## config.mk

```make
export PLATFORM = sky130hd
export DESIGN_NAME = wlqe_front
export DESIGN_NICKNAME = d
export VERILOG_FILES = /design/src/rtl/wlqe_pkg.sv /design/src/rtl/wlqe_front.sv
export SDC_FILE = /design/constraint.sdc
export NUM_CORES = 2
export LEC_CHECK = 0
export BUFFER_PORTS_ARGS = -buffer_cell sky130_fd_sc_hd__buf_2
export CAP_MARGIN = 20
export CORE_ASPECT_RATIO = 1.4
export CORE_UTILIZATION = 50
export CTS_BUF_LIST = sky130_fd_sc_hd__clkbuf_16
export CTS_CLUSTER_SIZE = 12
export DETAILED_ROUTE_END_ITERATION = 6
export PLACE_DENSITY_LB_ADDON = 0.05
export SLEW_MARGIN = 20
export SYNTH_ARGS = -nofsm -noshare
export SYNTH_HDL_FRONTEND = slang
export SYNTH_SLANG_ARGS = --single-unit
export TNS_END_PERCENT = 50
```

## constraint.sdc

```tcl
create_clock -name clk -period 11.7 [get_ports clk]
set_input_delay 0 -clock clk [delete_from_list [all_inputs] [get_ports clk]]
set_output_delay 0 -clock clk [all_outputs]
set_load 0.01 [all_outputs]
```

## src/rtl/wlqe_pkg.sv

```systemverilog
// Shared types and constants for the wide line quad expander.
// Used by every module in rtl/; depends on nothing.
package wlqe_pkg;

  localparam int CoordW    = 24;
  localparam int ColorW    = 32;
  localparam int WidthW    = 16;
  localparam int DiffW     = CoordW + 1;
  localparam int SqW       = 2 * DiffW;
  localparam int RadW      = 64;
  localparam int RootW     = RadW / 2;
  localparam int NumW      = WidthW + DiffW + 7;
  localparam int DivW      = NumW + 2;
  localparam int QuotW     = WidthW;
  localparam int OffW      = QuotW + 2;
  localparam int SqStages  = RootW / 2;
  localparam int DivStages = QuotW / 2;

  typedef enum logic [2:0] {
    VTX_A  = 3'd0,
    VTX_B  = 3'd1,
    VTX_C  = 3'd2,
    VTX_D  = 3'd3,
    VTX_C2 = 3'd4,
    VTX_A2 = 3'd5
  } vtx_t;

  typedef struct packed {
    logic signed [CoordW-1:0] x1;
    logic signed [CoordW-1:0] y1;
    logic signed [CoordW-1:0] x2;
    logic signed [CoordW-1:0] y2;
    logic [ColorW-1:0]        c1;
    logic [ColorW-1:0]        c2;
    logic                     fin;
  } seg_t;

  typedef struct packed {
    seg_t            seg;
    logic [NumW-1:0] num_x;
    logic [NumW-1:0] num_y;
    logic            neg_x;
    logic            neg_y;
    logic            zero;
  } meas_t;

  typedef struct packed {
    seg_t                   seg;
    logic signed [OffW-1:0] off_x;
    logic signed [OffW-1:0] off_y;
  } quad_t;

endpackage

```

## src/rtl/wlqe_front.sv

```systemverilog
// Front stages: endpoint differences, squares and offset numerators.
// Depends on wlqe_pkg.
module wlqe_front (
  input  logic                          clk,
  input  logic                          rst_n,
  input  logic                          en,
  input  logic                          in_v,
  input  wlqe_pkg::seg_t                in_seg,
  input  logic [wlqe_pkg::WidthW-1:0]   line_width,
  output logic                          out_v,
  output wlqe_pkg::meas_t               out_meas,
  output logic [wlqe_pkg::RadW-1:0]     out_rad
);
  import wlqe_pkg::*;

  logic [2:0]              v_r;
  seg_t                    seg1_r, seg2_r, seg3_r;
  logic signed [DiffW-1:0] dx1_r, dy1_r;
  logic [DiffW-1:0]        ax, ay;
  logic [SqW-1:0]          sqx2_r, sqy2_r;
  logic [WidthW+DiffW-1:0] wx2_r, wy2_r;
  logic                    negx2_r, negy2_r, zero2_r;
  logic [RadW-1:0]         rad3_r;
  meas_t                   meas3_r;
  logic [SqW-1:0]          sqsum;

  always_ff @(posedge clk) begin
    if (!rst_n) begin
      v_r <= '0;
    end else if (en) begin
      v_r <= {v_r[1:0], in_v};
    end
  end

  assign ax = dx1_r[DiffW-1] ? DiffW'(-dx1_r) : DiffW'(dx1_r);
  assign ay = dy1_r[DiffW-1] ? DiffW'(-dy1_r) : DiffW'(dy1_r);
  assign sqsum = sqx2_r + sqy2_r;

  always_ff @(posedge clk) begin
    if (en) begin
      seg1_r  <= in_seg;
      dx1_r   <= DiffW'(in_seg.x2) - DiffW'(in_seg.x1);
      dy1_r   <= DiffW'(in_seg.y2) - DiffW'(in_seg.y1);
      seg2_r  <= seg1_r;
      sqx2_r  <= SqW'(ax) * SqW'(ax);
      sqy2_r  <= SqW'(ay) * SqW'(ay);
      wx2_r   <= (WidthW+DiffW)'(line_width) * (WidthW+DiffW)'(ax);
      wy2_r   <= (WidthW+DiffW)'(line_width) * (WidthW+DiffW)'(ay);
      negx2_r <= !dy1_r[DiffW-1] && (dy1_r != '0);
      negy2_r <= dx1_r[DiffW-1];
      zero2_r <= (dx1_r == '0) && (dy1_r == '0);
      seg3_r  <= seg2_r;
      rad3_r  <= {sqsum, 14'b0};
      meas3_r <= '{seg: seg2_r, num_x: {wy2_r, 7'b0}, num_y: {wx2_r, 7'b0},
                   neg_x: negx2_r, neg_y: negy2_r, zero: zero2_r};
    end
  end

  assign out_v    = v_r[2];
  assign out_meas = meas3_r;
  assign out_rad  = rad3_r;

endmodule

```

## Word level (Yosys, flattened, before mapping)

Cells that the tools add are included.
Widths: inputs -> output; s select.

- Multiply operators: 4
- Reductions and logical operators: 6
- Add/sub/neg operators: 5
- Multiplexer cells: 2

Operator list:

| operator | count |
|---|---|
| $mul 25x25->50 | 2 |
| $mul 16x25->41 | 2 |
| $add 50x50->50 | 1 |
| $logic_not 25->1 | 2 |
| $mux 25 | 2 |
| $neg 25->25 | 2 |
| $sub 24x24->25 | 2 |
| $reduce_bool 25->1 | 1 |
| $logic_and 1x1->1 | 2 |
| $logic_not 1->1 | 1 |

- Word-level logic and storage cells: 54
- Bits of input ports: 181
- Output and inout port bits: 325
- Register bits after elaboration: 856

## Depth between registers and ports, before layout

- Word-level depth: 3
- Depth in mapped cells: 38
- Depth with buffers taken out: 35

## Least setup slack after synthesis

No wires, ideal clock.

- Path type: register to register
- Start point: register dy1_r[0]
- End point: register sqy2_r[45] (data pin)
- Data arrival time: 9.139 ns
- Slack: 2.301 ns
- Stages on the path, launching flop included: 34
- Required time: 11.440 ns
- Buffers on the path: 2
- Cell sequence: edfxtp_1 inv_2 clkbuf_1 ha_1 nand3b_1 or4_1 nor4_2 nand2_1 o21a_1 xnor2_1 clkbuf_1 nor2_1 fa_1 fa_1 fa_1 inv_1 fa_1 inv_1 fa_1 inv_1 fa_1 inv_1 fa_1 ha_1 a21oi_1 nand2_1 a2111o_1 a221o_1 a2111oi_2 o31ai_1 a211oi_1 o21ai_1 a21boi_0 xnor2_1

- Longest elaborated chain between the ends: 3

Ends and longest elaborated chain:

| item | RTL line | text |
|---|---|---|
| start, declared | wlqe_front.sv:18 | `logic signed [DiffW-1:0] dx1_r, dy1_r;` |
| start signal, assigned | wlqe_front.sv:43 | `dy1_r <= DiffW'(in_seg.y2) - DiffW'(in_seg.y1);` |
| $neg 25->25 | wlqe_front.sv:36 | `assign ay = dy1_r[DiffW-1] ? DiffW'(-dy1_r) : DiffW'(dy1_r);` |
| $mux 25 (*) | wlqe_front.sv:36 |  |
| $mul 25x25->50 (*) | wlqe_front.sv:46 | `sqy2_r <= SqW'(ay) * SqW'(ay);` |
| end signal, assigned | wlqe_front.sv:46 |  |
| end, declared | wlqe_front.sv:20 | `logic [SqW-1:0] sqx2_r, sqy2_r;` |

Every way passes the cells marked *; elsewhere a longest branch is shown, timed or not.
A chain may end at the register's enable or synchronous reset.

## Worst setup path after layout

Ends and elaborated chain as after synthesis.

==> impl_metrics.json <==
{
  "whs_ns": 0.0529,
  "critPathSlowestCell": "a211oi_1",
  "rsz0062_at_grt": "no",
  "clkSinkCount": 854,
  "finalHoldViolCount": 0,
  "grt_pass1_vias": 66500,
  "numCtsBuffers": 89,
  "ctsResizeCount": 0,
  "dp.final_hpwl_um": 178000,
  "gr-usage-all-layers_pct": 25.8,
  "holdPathStages": 2,
  "netlist_top_cells_area": "fa_1, edfxtp_1, ha_1",
  "status": "complete, no violations",
  "cp_data_arrival_time_ns": 11.38,
  "fin_worst_skew_ns": 0.0512,
  "io_buffers": 477,
  "yosysWarnings": 0,
  "areaGrowthSynthToFinish_pct": 12.4,
  "fp-row-count": 185,
  "die-area_um2": 184000,
  "cts.path.max_buffers": 3,
  "synth_ff_type": "edfxtp_1",
  "nFillCells": 15800,
  "critPathMaxStageDelay_ns": 0.65,
  "async_flop_share_pct": 0,
  "max_slew.worst_pin.slew_ns": 1.07,
  "gr-total-overflow": 0,
  "clockRootBuffer": "clkbuf_16",
  "num_io_pins": 506,
  "clk_pin_slew_ns": 0.06,
  "crit_path_end_kind": "register",
  "coreArea_um2": 181000,
  "vias_per_cell": 5.20,
  "finalNetCount": 11700,
  "timing_worst_setup_path_type": "reg -> reg",
  "cp-start-kind": "register",
  "yosysSeqAreaShare_pct": 28.1,
  "post-cts-setup-buffers": 0,
  "drv_cap": 0,
  "grt_pass1_wl_um": 364000,
  "synth.avg_cell_area_um2": 10.7,
  "synth_top_area_cell": "fa_1",
  "critPathMaxFanout": 24,
  "fmax_mhz": 91.8,
  "yosysMostFrequentCell": "inv_1",
  "antenna_found_initial": 4,
  "first_pass_iters": 6,
  "timing.final.ws_setup_ns": 0.807,
  "final.setup.tns_ns": 0,
  "drive_above_1_share_pct": 8.39,
  "place.gp.congestion": 0.916,
  "insertion_delay_ns": 0.75,
  "syn_inst": 8503,
  "finalCritPeriodShare_pct": 93.1,
  "required_ns": 12.19,
  "synth_area_um2": 91100,
  "layout_min_cycle_time_ns": 10.89,
  "num_vias": 61000,
  "drtIter0Drc": 3682,
  "slew_viol_final": 0,
  "synth_edf_count": 851,
  "start_util_pct": 50.2,
  "die_w_um": 363,
  "cts_tree": "done",
  "chipHeight_um": 507,
  "max_slew_margin_pct": 28.5,
  "synth_common_cells": "inv_1, fa_1, nand2_1",
  "ys_ff_latch": 854,
  "reg2regPathDepth": 32,
  "wl_per_cell_um": 19.6,
  "critPathMostFrequentCell": "inv_1",
  "drc_errors": 0,
  "synth_cell_types": 82,
  "pre_cts_ws_ns": 0.866,
  "grt_max_degree": 186,
  "drtAntennaViolNets": 0,
  "routed_wl_um": 230000,
  "hp-class": "in -> reg",
  "cts_max_level": 3,
  "yosysTopAreaCellShare_pct": 34.6,
  "setup_viol": 0
}
placed cells by master, fill, tap and decap left out, types with 64 or more instances in the layout:
master | synthesis | final
fa_1 | 1576 | 1576
a21o_1 | 138 | 138
conb_1 | 2 | 64
o21ai_0 | 119 | 117
buf_4 | 29 | 116
xor2_1 | 91 | 85
ha_1 | 684 | 684
a21oi_1 | 217 | 217
inv_1 | 2035 | 2040
nor2_1 | 405 | 405
nand2_1 | 1020 | 1020
clkbuf_16 | 0 | 89
edfxtp_1 | 851 | 851
dlygate4sd3_1 | 0 | 323
xnor2_1 | 202 | 188
and2_1 | 223 | 223
buf_2 | 13 | 476
state kept, by name, summed over array words and instances (netlist names):
signal and count:
negy2_r 1, dx1_r 25, out_meas 246, out_rad 50, wy2_r 41, wx2_r 41
v_r 3, sqy2_r 49, seg1_r 161, negx2_r 1, zero2_r 1, sqx2_r 49
seg2_r 161, dy1_r 25
routing by layer:
layer,vias up,routed length [µm],track usage [%],share of wire (%)
li1,27600,-,-,-
met2,1696,117000,45.3,51
met4,0,8990,9.89,3.9
met5,-,0,0,0
met3,409,12100,3.21,5.3
met1,31300,91200,32.4,40
what timing repair did:
item                                    in CTS  in global routing
endpoints found under the setup margin       0                  0
endpoints found under the hold margin      325                  0
hold buffers                               323                  0
metrics by stage:
step,instances,utilization [%],cell area [µm²]
after global placement,11300,53.2,96400
final,11700,56.5,102000
after floorplan,8565,-,91300
after detailed placement,11300,53.2,96400
after CTS,11700,56.5,102000
after global routing,11700,56.5,102000
path summary, 6_finish.rpt:
| check | start | end | slack, ns |
|---|---|---|---|
| max reg2reg | dy1_r[0]$_DFFE_PP_ | sqy2_r[45]$_DFFE_PP_ | 0.81 |
| min | in_seg[81] | seg1_r[81]$_DFFE_PP_ | 0.05 |
| max | dy1_r[0]$_DFFE_PP_ | sqy2_r[45]$_DFFE_PP_ | 0.81 |
| min reg2reg | seg1_r[90]$_DFFE_PP_ | seg2_r[90]$_DFFE_PP_ | 0.39 |
cell type report:
cell class              count  area, µm²  area share, %
multi-input cells        5336      56800           55.5
flip-flops and latches    854      25600           25.0
inverters                2048       7690           7.51
repair buffers            919       6560           6.41
well taps                2431       3040           2.97
clock buffers              89       2230           2.18
clock inverters            43        437          0.427
diodes                      4       10.0        0.00978
critical path, delay by kind of cell (launching register included):
family	cells	cell delay [ns]
adders and majority gates	8	3.63
xor gates and xnor gates	2	0.52
DFF	1	0.39
AOI/OAI and AO/OA	8	3.19
and+or+nand+nor	4	1.39
buffers and inverters	10	1.49
cells by family after synthesis:
family / Yosys count / synth area share, %
mux: 9 / 0.0989
simple gates: 1969 / 9.57
flops: 854 / 28.1
other cells: 2 / 0.00825
compound gates: 735 / 5.27
fa+ha+maj: 2260 / 44.0
buf+inv: 2375 / 9.94
xor+xnor: 299 / 2.93
Power is not shown: default switching activity piles up to over one toggle a cycle in this logic, so the estimate is an artifact.
