$ cat config.mk
export PLATFORM = sky130hd
export DESIGN_NAME = wlqe_expand
export DESIGN_NICKNAME = d
export VERILOG_FILES = /design/src/rtl/wlqe_pkg.sv /design/src/rtl/wlqe_expand.sv
export SDC_FILE = /design/constraint.sdc
export NUM_CORES = 1
export LEC_CHECK = 0
export BUFFER_PORTS_ARGS = -buffer_cell sky130_fd_sc_hd__clkbuf_2
export CAP_MARGIN = 20
export CELL_PAD_IN_SITES_DETAIL_PLACEMENT = 0
export CELL_PAD_IN_SITES_GLOBAL_PLACEMENT = 1
export CORE_MARGIN = 2
export CORE_UTILIZATION = 40
export DETAILED_ROUTE_END_ITERATION = 10
export PLACE_DENSITY = 0.84
export SKIP_LAST_GASP = 1
export SYNTH_ARGS = -nofsm -noshare
export SYNTH_HDL_FRONTEND = slang
export SYNTH_SLANG_ARGS = --single-unit
$ cat constraint.sdc
create_clock -name clk -period 6.7 [get_ports clk]
set_input_delay 1.34 -clock clk [delete_from_list [all_inputs] [get_ports clk]]
set_output_delay 1.34 -clock clk [all_outputs]
set_load 0.005 [all_outputs]
$ cat src/rtl/wlqe_pkg.sv
// Shared types and constants for the wide line quad expander.
// Used by every module in rtl/; depends on nothing.
package wlqe_pkg;

  localparam int CoordW    = 24;
  localparam int ColorW    = 32;
  localparam int WidthW    = 16;
  localparam int DiffW     = CoordW + 1;
  localparam int SqW       = 2 * DiffW;
  localparam int RadW      = 64;
  localparam int RootW     = RadW / 2;
  localparam int NumW      = WidthW + DiffW + 7;
  localparam int DivW      = NumW + 2;
  localparam int QuotW     = WidthW;
  localparam int OffW      = QuotW + 2;
  localparam int SqStages  = RootW / 2;
  localparam int DivStages = QuotW / 2;

  typedef enum logic [2:0] {
    VTX_A  = 3'd0,
    VTX_B  = 3'd1,
    VTX_C  = 3'd2,
    VTX_D  = 3'd3,
    VTX_C2 = 3'd4,
    VTX_A2 = 3'd5
  } vtx_t;

  typedef struct packed {
    logic signed [CoordW-1:0] x1;
    logic signed [CoordW-1:0] y1;
    logic signed [CoordW-1:0] x2;
    logic signed [CoordW-1:0] y2;
    logic [ColorW-1:0]        c1;
    logic [ColorW-1:0]        c2;
    logic                     fin;
  } seg_t;

  typedef struct packed {
    seg_t            seg;
    logic [NumW-1:0] num_x;
    logic [NumW-1:0] num_y;
    logic            neg_x;
    logic            neg_y;
    logic            zero;
  } meas_t;

  typedef struct packed {
    seg_t                   seg;
    logic signed [OffW-1:0] off_x;
    logic signed [OffW-1:0] off_y;
  } quad_t;

endpackage

$ cat src/rtl/wlqe_expand.sv
// Vertex sequencer: holds one finished segment and emits its six vertices
// through a saturating adder into the output register. Depends on wlqe_pkg.
module wlqe_expand (
  input  logic                              clk,
  input  logic                              rst_n,
  input  logic                              in_v,
  input  wlqe_pkg::quad_t                   in_quad,
  output logic                              take,
  output logic                              out_valid,
  input  logic                              out_stall,
  output logic signed [wlqe_pkg::CoordW-1:0] out_vert_x,
  output logic signed [wlqe_pkg::CoordW-1:0] out_vert_y,
  output logic                              out_tex_u,
  output logic [1:0]                        out_tex_v,
  output logic [wlqe_pkg::ColorW-1:0]       out_vert_color,
  output logic                              out_last_of_segment,
  output logic                              out_end_of_batch
);
  import wlqe_pkg::*;

  localparam logic signed [DiffW-1:0] SatMax = DiffW'((1 << (CoordW - 1)) - 1);
  localparam logic signed [DiffW-1:0] SatMin = -DiffW'(1 << (CoordW - 1));

  quad_t                    held_r;
  logic                     held_v_r;
  vtx_t                     cnt_r, cnt_nxt;
  logic                     out_valid_r;
  logic signed [CoordW-1:0] x_r, y_r;
  logic                     u_r, last_r, batch_r;
  logic [1:0]               v_r;
  logic [ColorW-1:0]        color_r;

  logic                     out_load, emit, minus, at_end;
  logic signed [CoordW-1:0] bx, by;
  logic signed [DiffW-1:0]  sx, sy, ox, oy;
  logic signed [CoordW-1:0] qx, qy;

  assign out_load = !out_valid_r || !out_stall;
  assign emit     = out_load && held_v_r;
  assign at_end   = (cnt_r == VTX_A2);
  assign take     = !held_v_r || (emit && at_end);

  always_comb begin
    minus = 1'b0;
    bx    = held_r.seg.x1;
    by    = held_r.seg.y1;
    unique case (cnt_r)
      VTX_A, VTX_A2: begin
        minus = 1'b0;
      end
      VTX_B: begin
        minus = 1'b1;
      end
      VTX_C, VTX_C2: begin
        minus = 1'b1;
        bx    = held_r.seg.x2;
        by    = held_r.seg.y2;
      end
      VTX_D: begin
        bx = held_r.seg.x2;
        by = held_r.seg.y2;
      end
      default: begin
        minus = 1'b0;
      end
    endcase
    ox = DiffW'(held_r.off_x);
    oy = DiffW'(held_r.off_y);
    sx = minus ? DiffW'(bx) - ox : DiffW'(bx) + ox;
    sy = minus ? DiffW'(by) - oy : DiffW'(by) + oy;
    qx = (sx > SatMax) ? SatMax[CoordW-1:0] : (sx < SatMin) ? SatMin[CoordW-1:0]
       : sx[CoordW-1:0];
    qy = (sy > SatMax) ? SatMax[CoordW-1:0] : (sy < SatMin) ? SatMin[CoordW-1:0]
       : sy[CoordW-1:0];
  end

  always_comb begin
    cnt_nxt = cnt_r;
    if (take) begin
      cnt_nxt = VTX_A;
    end else if (emit) begin
      cnt_nxt = vtx_t'(cnt_r + 3'd1);
    end
  end

  always_ff @(posedge clk) begin
    if (!rst_n) begin
      held_v_r    <= 1'b0;
      cnt_r       <= VTX_A;
      out_valid_r <= 1'b0;
    end else begin
      cnt_r <= cnt_nxt;
      if (take) begin
        held_v_r <= in_v;
      end
      if (out_load) begin
        out_valid_r <= held_v_r;
      end
    end
  end

  always_ff @(posedge clk) begin
    if (take) begin
      held_r <= in_quad;
    end
    if (emit) begin
      x_r     <= qx;
      y_r     <= qy;
      u_r     <= (cnt_r == VTX_C) || (cnt_r == VTX_D) || (cnt_r == VTX_C2);
      v_r     <= minus ? 2'd2 : 2'd0;
      color_r <= ((cnt_r == VTX_C) || (cnt_r == VTX_D) || (cnt_r == VTX_C2))
                 ? held_r.seg.c2 : held_r.seg.c1;
      last_r  <= at_end;
      batch_r <= at_end && held_r.seg.fin;
    end
  end

  assign out_valid           = out_valid_r;
  assign out_vert_x          = x_r;
  assign out_vert_y          = y_r;
  assign out_tex_u           = u_r;
  assign out_tex_v           = v_r;
  assign out_vert_color      = color_r;
  assign out_last_of_segment = last_r;
  assign out_end_of_batch    = batch_r;

endmodule

; ---- Yosys cells after proc, flatten, opt, wreduce, memory -nomap -nowiden
; Cells that the tools add are included.
[totals]
ff_bits = 287
in_bits = 201
[classes]
n_bitwise = 1
reduce_logical = 13
n_addsub = 5
n_mux = 9
n_eq_ne = 5
magnitude_cmp = 4
[ops]
columns = op, n
row1 = $mux 24, 4
row2 = $add 24x18->25, 2
row3 = $gt 25x24->1 const B, 2
row4 = $lt 25x24->1 const B, 2
row5 = $mux 25, 2
row6 = $sub 24x18->25, 2
row7 = $mux 32, 1
row8 = $eq 3x2->1 const B, 2
row9 = $eq 3x3->1 const B, 2
row10 = $reduce_or 3->1, 2
row11 = $logic_or 1x1->1, 4
row12 = $add 3x1->3 const B, 1
row13 = $eq 3x1->1 const B, 1
row14 = $logic_and 1x1->1, 3
row15 = $logic_not 1->1, 3
row16 = $mux 2, 1
row17 = $reduce_or 2->1, 1
row18 = $mux 1, 1
row19 = $not 1->1, 1

; ---- Logic depth before layout (Yosys ltp)
; Gate-level depths: netlist (run 1).
[logic_depth]
ltp_word = 7
depth_mapped = 18

; ---- Worst setup path after synthesis (run 1)
; OpenSTA, ideal clock, no wires.
[synth_timing]
path_type = input to output
from = input out_stall
to = output take
arrival_time_ns = 5.336
required_time_ns = 5.360
path_slack_ns = 0.024
path_buffers = 0
stages = 3
path_cell_list = nand2_1 -> a21oi_1 -> inv_1
[synth_between]
elab_chain_cells = 5
[synth_lines]
columns = item, line_no
row1 = start: declaration, wlqe_expand.sv:10  ; input logic out_stall,
row2 = $logic_not 1->1, wlqe_expand.sv:38  ; assign out_load = !out_valid_r || !out_stall;
row3 = $logic_or 1x1->1, wlqe_expand.sv:38
row4 = $logic_and 1x1->1, wlqe_expand.sv:39  ; assign emit = out_load && held_v_r;
row5 = $logic_and 1x1->1, wlqe_expand.sv:41  ; assign take = !held_v_r || (emit && at_end);
row6 = $logic_or 1x1->1, wlqe_expand.sv:41
row7 = end: declaration, wlqe_expand.sv:8  ; output logic take,
; No other way between the ends.

; ---- Final worst setup path (run 1)
[layout_timing]
from = register cnt_r[0]
to = register x_r[22] (netlist: out_vert_x[22]), data pin
[layout_between]
elab_chain_cells = 7
elab_cells_between_ends = 14
classes_between = add/sub (2) / order compare (2) / eq/ne (4) / mux (4) / reduce/logical (2)
[layout_lines]
columns = item, line_no
row1 = start: declaration, wlqe_expand.sv:26  ; vtx_t cnt_r, cnt_nxt;
row2 = start signal: assignment, wlqe_expand.sv:92  ; cnt_r <= cnt_nxt;
row3 = $eq 3x2->1 / $eq 3x3->1 (equally long branches), wlqe_expand.sv:47  ; unique case (cnt_r)
row4 = $reduce_or 3->1 (no line), --
row5 = $mux 24, wlqe_expand.sv:47
row6 = $add 24x18->25 / $sub 24x18->25 (equally long branches), wlqe_expand.sv:69  ; sx = minus ? DiffW'(bx) - ox : DiffW'(bx) + ox;
row7 = $mux 25 (*), wlqe_expand.sv:69
row8 = $lt 25x24->1, wlqe_expand.sv:71  ; qx = (sx > SatMax) ? SatMax[CoordW-1:0] : (sx < SatMin) ? SatMin[CoordW-1:0]
row9 = $mux 24, wlqe_expand.sv:71
row10 = end signal: assignment, wlqe_expand.sv:107  ; x_r <= qx;
row11 = end: declaration, wlqe_expand.sv:28  ; logic signed [CoordW-1:0] x_r, y_r;
; Every way passes the cells marked *; elsewhere a longest branch is shown, timed or not.
; A chain may end at the register's enable or synchronous reset.

==> impl_metrics.json, run 1 <==
{
  "nets": 1506,
  "synth_common_cells": "edfxtp_1, mux2_2, a21oi_1, ha_1, nand2_1",
  "grt_overflow": 0,
  "cp_data_required_time_ns": 7.06,
  "drc": 0,
  "place_ws_ns": 1.27,
  "synth.area.top_cells": "edfxtp_1, mux2_2, ha_1",
  "reg2reg_to": "out_vert_x[22]$_SDFFCE_PN1P_",
  "clock-root-buffer": "clkbuf_16",
  "r2r_start": "cnt_r[0]$_SDFFE_PP0P_",
  "grt_first_pass_wirelength_um": 46700,
  "start_util_pct": 40.4,
  "hp-start": "held_r[97]$_DFFE_PP_",
  "clkTransAtPathRegs_ns": 0.06,
  "synth-async-reset-ratio_pct": 0,
  "clock_path_buffers": 3,
  "routed_wl_um": 30100,
  "fp.dieW_um": 188,
  "drv_slew": 0,
  "powerDensity_nw_per_um2": 311,
  "grt_max_degree": 81,
  "worstMarginPinSlew_ns": 1.08,
  "total_power_w": 0.00514,
  "drt-vias-per-instance": 5.04,
  "dieHeight_um": 188,
  "cp-start-kind": "flip-flop",
  "crit_end": "out_vert_x[22]$_SDFFCE_PN1P_",
  "worstPathArrival_ns": 5.77,
  "ys_ff_latch": 286,
  "rsz0062_at_grt": "false",
  "via_count": 8669,
  "layout-drive-gt1-share_pct": 35.2,
  "timing.fmax_ghz": 0.185,
  "postSynthCellCount": 949,
  "period_share_pct": 80.8,
  "reg2regPathDepth": 14,
  "numPortBuffers": 286,
  "place_hpwl_um": 22600,
  "hold_viol": 0,
  "drt_pass1_iterations": 5,
  "grt_pass1_vias": 8736,
  "status": "finished, final reports clean",
  "cts_sinks": 286,
  "htreeDepth": 1,
  "rows": 67,
  "grt_util_all_layers_pct": 16.9,
  "post_drt_wl_per_cell_um": 17.5,
  "drt_iter0_markers": 494,
  "tritoncts": "done",
  "hp-class": "reg -> reg",
  "setup_tns_ns": 0,
  "slowest_delay_ns": 0.76,
  "crit_path_end_kind": "flip-flop",
  "netlist_area_sq_um": 13500,
  "synth_edf_count": 281,
  "crit_start": "cnt_r[0]$_SDFFE_PP0P_",
  "numCtsBuffers": 30,
  "yosys_warnings": 0,
  "min_period_ns": 5.42,
  "netlist.area_leader.share_pct": 62.6,
  "synth_top_area_cell": "edfxtp_1",
  "crit_fanout": 20,
  "area_growth_pct": 22.4,
  "synth_ff_type": "edfxtp_1",
  "fin_skew_ns": 0.0179,
  "path_class": "reg -> reg",
  "clock_latency_ns": 0.56,
  "core_area_sq_um": 33400,
  "post_cts_resized": 0,
  "leakage_nw": 6.74,
  "ios": 288,
  "slew_headroom_pct": 28.2,
  "path_cells": "inv_1 -> ha_1 -> or2_2 -> o21ai_2 -> clkinv_1 -> xnor2_1 -> nand2_1 -> ha_1 -> nand4_1 -> or3_1 -> o211ai_1 -> o21a_2 -> nand4_1 -> a21oi_1",
  "yosysMostFrequentCell": "edfxtp_1",
  "ctsHoldBuffers": 0,
  "finalSetupViolCount": 0,
  "avgSynthCellArea_sq_um": 14.2,
  "place_congestion": 0.863,
  "cts_setup_buffers": 0,
  "antenna_found_initial": 4,
  "max_cap_violations": 0,
  "die_area_sq_um": 35200,
  "rrSetupSlack_ns": 1.28,
  "ys_types": 65,
  "peakVddDrop_uv": 227,
  "final_antenna_net_count": 0,
  "setup_ws_ns": 1.28,
  "synth-seq-area-share_pct": 63.3,
  "syn-num-nets": 1207,
  "cp_slowest_cell": "nand4_1"
}
==> worst min path at each step <==
stage	depth (start not counted)	slack, ns	to
5_1_grt	1	0.56	out_vert_color[12]$_DFFE_PP_
3_3_place_gp	1	0.52	out_vert_color[15]$_DFFE_PP_
4_1_cts	1	0.55	out_vert_color[0]$_DFFE_PP_
6_report	1	0.55	out_vert_color[28]$_DFFE_PP_
2_1_floorplan	2	0.46	out_valid$_SDFFE_PN0N_
3_5_place_dp	1	0.53	out_vert_color[28]$_DFFE_PP_
==> metrics by stage <==
step                util (%)  area, sq um  hold slack [ns]  instances
floorplan                  -        13500            0.462        949
global placement        46.4        15500            0.525       1662
detailed placement      46.4        15500            0.534       1662
CTS                     49.4        16500            0.548       1717
global route            49.5        16500            0.557       1721
finish                  49.5        16500            0.546       1721
==> cell families (layout without fill, tap and decap cells) <==
kind of cell | count (synthesis) | count (layout) | share of synthesized area [%]
compound gates | 193 | 193 | 9.41
xor+xnor | 74 | 74 | 4.80
fa+ha+maj | 83 | 83 | 7.36
buf+inv | 59 | 381 | 1.79
flops | 286 | 286 | 63.3
mux | 86 | 86 | 7.11
other cells | 1 | 3 | 0.0278
simple gates | 167 | 167 | 6.21
==> power breakdown <==
part | total, W | leakage [nW] | internal (W) | switching (W)
sequential | 0.00230 | 2.82 | 0.00223 | 0.0000667
combinational | 0.00116 | 3.43 | 0.000527 | 0.000633
clock | 0.00169 | 0.496 | 0.00101 | 0.000678
==> cells in the final DEF (no fill, tap or decap), types with 7 or more instances in the layout <==
cell type | netlist | final
o21ai_0 | 28 | 28
nand3_1 | 13 | 13
nand2_1 | 42 | 42
o21ai_2 | 7 | 7
edfxtp_1 | 281 | 281
mux2i_1 | 7 | 7
a21o_1 | 26 | 26
clkinv_2 | 0 | 7
o21a_1 | 9 | 9
or3_1 | 8 | 8
inv_1 | 29 | 28
clkbuf_2 | 0 | 286
nand2b_1 | 13 | 13
nor2_1 | 39 | 39
o211ai_1 | 9 | 9
mux2_2 | 79 | 79
xnor2_1 | 33 | 31
and3_1 | 7 | 7
clkinv_1 | 1 | 8
a21oi_1 | 61 | 59
ha_1 | 55 | 55
buf_4 | 2 | 7
maj3_1 | 23 | 23
nor3_1 | 11 | 11
o31ai_1 | 13 | 13
clkbuf_16 | 0 | 30
xor2_1 | 41 | 41
nand4_1 | 7 | 7
==> routing by layer <==
metal	up-vias	part of all wire (%)	GRT usage [%]
met2	298	49	29.7
li1	4222	-	-
met4	2	3.3	5.54
met5	-	0.040	0
met3	60	6.8	4.17
met1	4087	41	20.5
==> critical path, delay by kind of cell, from the launching register on <==
family                     cells  cell delay [ns]
xor gates and xnor gates       1             0.62
AOI/OAI and AO/OA              4             1.19
DFF                            1             0.39
adders and majority gates      2             0.63
and+or+nand+nor                5             1.76
buffers and inverters          2             0.60
==> cell type report <==
class | count | area [sq um]
Inverter | 30 | 120
Sequential cell | 286 | 8540
Antenna cell | 2 | 5.00
Clock inverter | 24 | 260
Fill cell | 2913 | 16800
Multi-Input combinational cell | 604 | 4750
Timing Repair Buffer | 296 | 1530
Clock buffer | 31 | 754
Tap cell | 448 | 561
==> registers in the layout (all words and copies together) (netlist names) <==
name                 flops
held_r                 197
out_vert_y              24
out_valid                1
out_last_of_segment      1
out_tex_u                1
out_vert_color          32
out_end_of_batch         1
cnt_r                    3
held_v_r                 1
out_vert_x              24
out_tex_v                1
(Power assumes the default switching activity.)
==> inputs of run 2 (changes only) <==
--- a/config.mk
+++ b/config.mk
@@ -10,9 +10,9 @@
 export CELL_PAD_IN_SITES_DETAIL_PLACEMENT = 0
 export CELL_PAD_IN_SITES_GLOBAL_PLACEMENT = 1
 export CORE_MARGIN = 2
-export CORE_UTILIZATION = 40
+export CORE_UTILIZATION = 45
 export DETAILED_ROUTE_END_ITERATION = 10
-export PLACE_DENSITY = 0.84
+export PLACE_DENSITY = 0.89
 export SKIP_LAST_GASP = 1
 export SYNTH_ARGS = -nofsm -noshare
 export SYNTH_HDL_FRONTEND = slang
==> constraint.sdc (replaced) <==
create_clock -name clk -period 5.19 [get_ports clk]
set_input_delay 1.038 -clock clk [delete_from_list [all_inputs] [get_ports clk]]
set_output_delay 1.038 -clock clk [all_outputs]
set_load 0.005 [all_outputs]
==> impl_metrics.json, run 2 (synthesized netlist as in run 1, its figures left out) <==
{
  "hold_viol": 0,
  "drc": 0,
  "rrSetupSlack_ns": 0.47,
  "ios": 288,
  "slew_headroom_pct": 30.6,
  "power_frac_comb_pct": 23.4,
  "powerDensity_nw_per_um2": 396,
  "worstMarginPinSlew_ns": 1.04,
  "grt_overflow": 0,
  "dieHeight_um": 177,
  "max_cap_violations": 0,
  "tritoncts": "done",
  "fp.dieW_um": 177,
  "layout_commonest_cell": "clkbuf_2",
  "worstPathArrival_ns": 5.01,
  "drt-vias-per-instance": 5.17,
  "p_sw_w": 0.00178,
  "numCtsBuffers": 30,
  "largest_register": "held_r",
  "cp_data_required_time_ns": 5.48,
  "path_class": "reg -> reg",
  "placed_cells": 1611,
  "timing.fmax_ghz": 0.212,
  "drt_pass1_iterations": 5,
  "finalSetupViolCount": 0,
  "min_period_ns": 4.72,
  "place_hpwl_um": 22700,
  "layout_common_cells": "clkbuf_2, edfxtp_1, mux2_2, a21oi_1, ha_1",
  "place_congestion": 0.898,
  "clkTransAtPathRegs_ns": 0.06,
  "final_antenna_net_count": 0,
  "numPortBuffers": 286,
  "p_seq_share_pct": 45.7,
  "internal-power_w": 0.00472,
  "crit_path_end_kind": "flip-flop",
  "grt_pass1_vias": 8805,
  "status": "finished, final reports clean",
  "rows": 63,
  "cts_setup_buffers": 0,
  "crit_start": "cnt_r[0]$_SDFFE_PP0P_",
  "setup_tns_ns": 0,
  "leakage_nw": 6.71,
  "cp_slowest_cell": "dfxtp_1",
  "grt_max_degree": 198,
  "r2r_start": "cnt_r[0]$_SDFFE_PP0P_",
  "crit_fanout": 24,
  "grt_first_pass_wirelength_um": 47100,
  "area_growth_pct": 21.6,
  "drt_iter0_markers": 550,
  "clock_path_buffers": 3,
  "grt_util_all_layers_pct": 19.4,
  "start_util_pct": 45.6,
  "p_clk_share_pct": 30.9,
  "routed_wl_um": 30300,
  "total_power_w": 0.00650,
  "swShare_pct": 27.3,
  "die_area_sq_um": 31400,
  "post_drt_wl_per_cell_um": 18.2,
  "cp-start-kind": "flip-flop",
  "cts_sinks": 286,
  "largest_register_ffs": 197,
  "rsz0062_at_grt": "false",
  "nets": 1512,
  "final_cell_count_no_fill": 1667,
  "final_util_pct": 55.5,
  "ctsHoldBuffers": 0,
  "antenna_found_initial": 2,
  "path_cells": "inv_1 -> ha_1 -> or2_2 -> a21oi_4 -> buf_4 -> mux2_2 -> ha_1 -> a21oi_1 -> o21bai_1 -> a211o_1 -> a211oi_1 -> o31a_1 -> o21ai_1 -> xnor2_2 -> buf_4 -> maj3_1",
  "core_area_sq_um": 29600,
  "slowest_delay_ns": 0.39,
  "fin_skew_ns": 0.0135,
  "reg2reg_to": "out_vert_y[1]$_SDFFCE_PN1P_",
  "clock_latency_ns": 0.56,
  "clock-root-buffer": "clkbuf_16",
  "via_count": 8617,
  "reg2regPathDepth": 16,
  "layout-drive-gt1-share_pct": 34.9,
  "hp-class": "reg -> reg",
  "place_ws_ns": 0.231,
  "crit_end": "out_vert_y[1]$_SDFFCE_PN1P_",
  "htreeDepth": 1,
  "period_share_pct": 90.9,
  "peakVddDrop_uv": 260,
  "drv_slew": 0,
  "setup_ws_ns": 0.470
}
[run 2: cell types whose count changed in the layout (fill, tap and decap cells not counted), moves of 2 or more]
| cell | before | now |
|---|---|---|
| clkinv_1 | 8 | 12 |
| inv_6 | 2 | 0 |
| bufinv_16 | 5 | 2 |
| clkinvlp_4 | 2 | 4 |
| clkbuf_1 | 1 | 6 |
| buf_4 | 7 | 14 |
| clkinv_2 | 7 | 1 |
[run 2: worst max-delay path, delay by kind of cell, from the launching register on]
family | cells | cell delay, ns
AO/OA/AOI/OAI | 7 | 1.77
XOR/XNOR | 1 | 0.14
adder cells (fa/ha/maj) | 3 | 0.94
buffers and inverters | 3 | 0.54
flip-flops | 1 | 0.39
multiplexers | 1 | 0.35
AND/OR/NAND/NOR | 1 | 0.31
[run 2: repair_timing]
item,in CTS,in global routing
resized for setup,0,1
endpoints found under the hold margin,0,0
setup endpoints to repair,0,23
[run 2: worst min path at each step]
stage,depth (start not counted),start,to
2_1_floorplan,2,held_v_r$_SDFFE_PN0P_,out_valid$_SDFFE_PN0N_
3_3_place_gp,1,held_r[78]$_DFFE_PP_,out_vert_color[9]$_DFFE_PP_
3_5_place_dp,1,held_r[89]$_DFFE_PP_,out_vert_color[20]$_DFFE_PP_
4_1_cts,1,held_r[84]$_DFFE_PP_,out_vert_color[15]$_DFFE_PP_
5_1_grt,1,held_r[44]$_DFFE_PP_,out_vert_color[7]$_DFFE_PP_
6_report,1,held_r[84]$_DFFE_PP_,out_vert_color[15]$_DFFE_PP_
[run 2: power groups by stage]
stage	Combinational, W	Sequential, W	Clock (W)
after CTS	0.00152	0.00297	0.00206
after detailed placement	0.00151	0.00302	0
after floorplan	0.00104	0.00301	0
after global routing	0.00170	0.00299	0.00215
final	0.00152	0.00297	0.00201
after global placement	0.00147	0.00301	0
[run 2: cell type report]
type / instances / area [sq um]
Inverter: 30 / 116
Timing Repair Buffer: 302 / 1570
Antenna cell: 1 / 2.50
Fill cell: 2422 / 13200
Tap cell: 390 / 488
Multi-Input combinational cell: 604 / 4750
Clock inverter: 18 / 159
Sequential cell: 286 / 8540
Clock buffer: 36 / 773
[run 2: through the flow]
stage	instance area, sq um	hold slack, ns
after floorplan	13500	0.481
after global placement	15400	0.524
after detailed placement	15400	0.532
after CTS	16400	0.547
after global routing	16400	0.549
final	16400	0.546
[run 2: layer usage]
layer  vias up  wire [um]  track usage (%)
met1      4052      12400             24.2
met5         -         13                0
met3        43       2590             5.80
met2       278      14600             32.6
li1       4242          -                -
met4         2        834             5.44
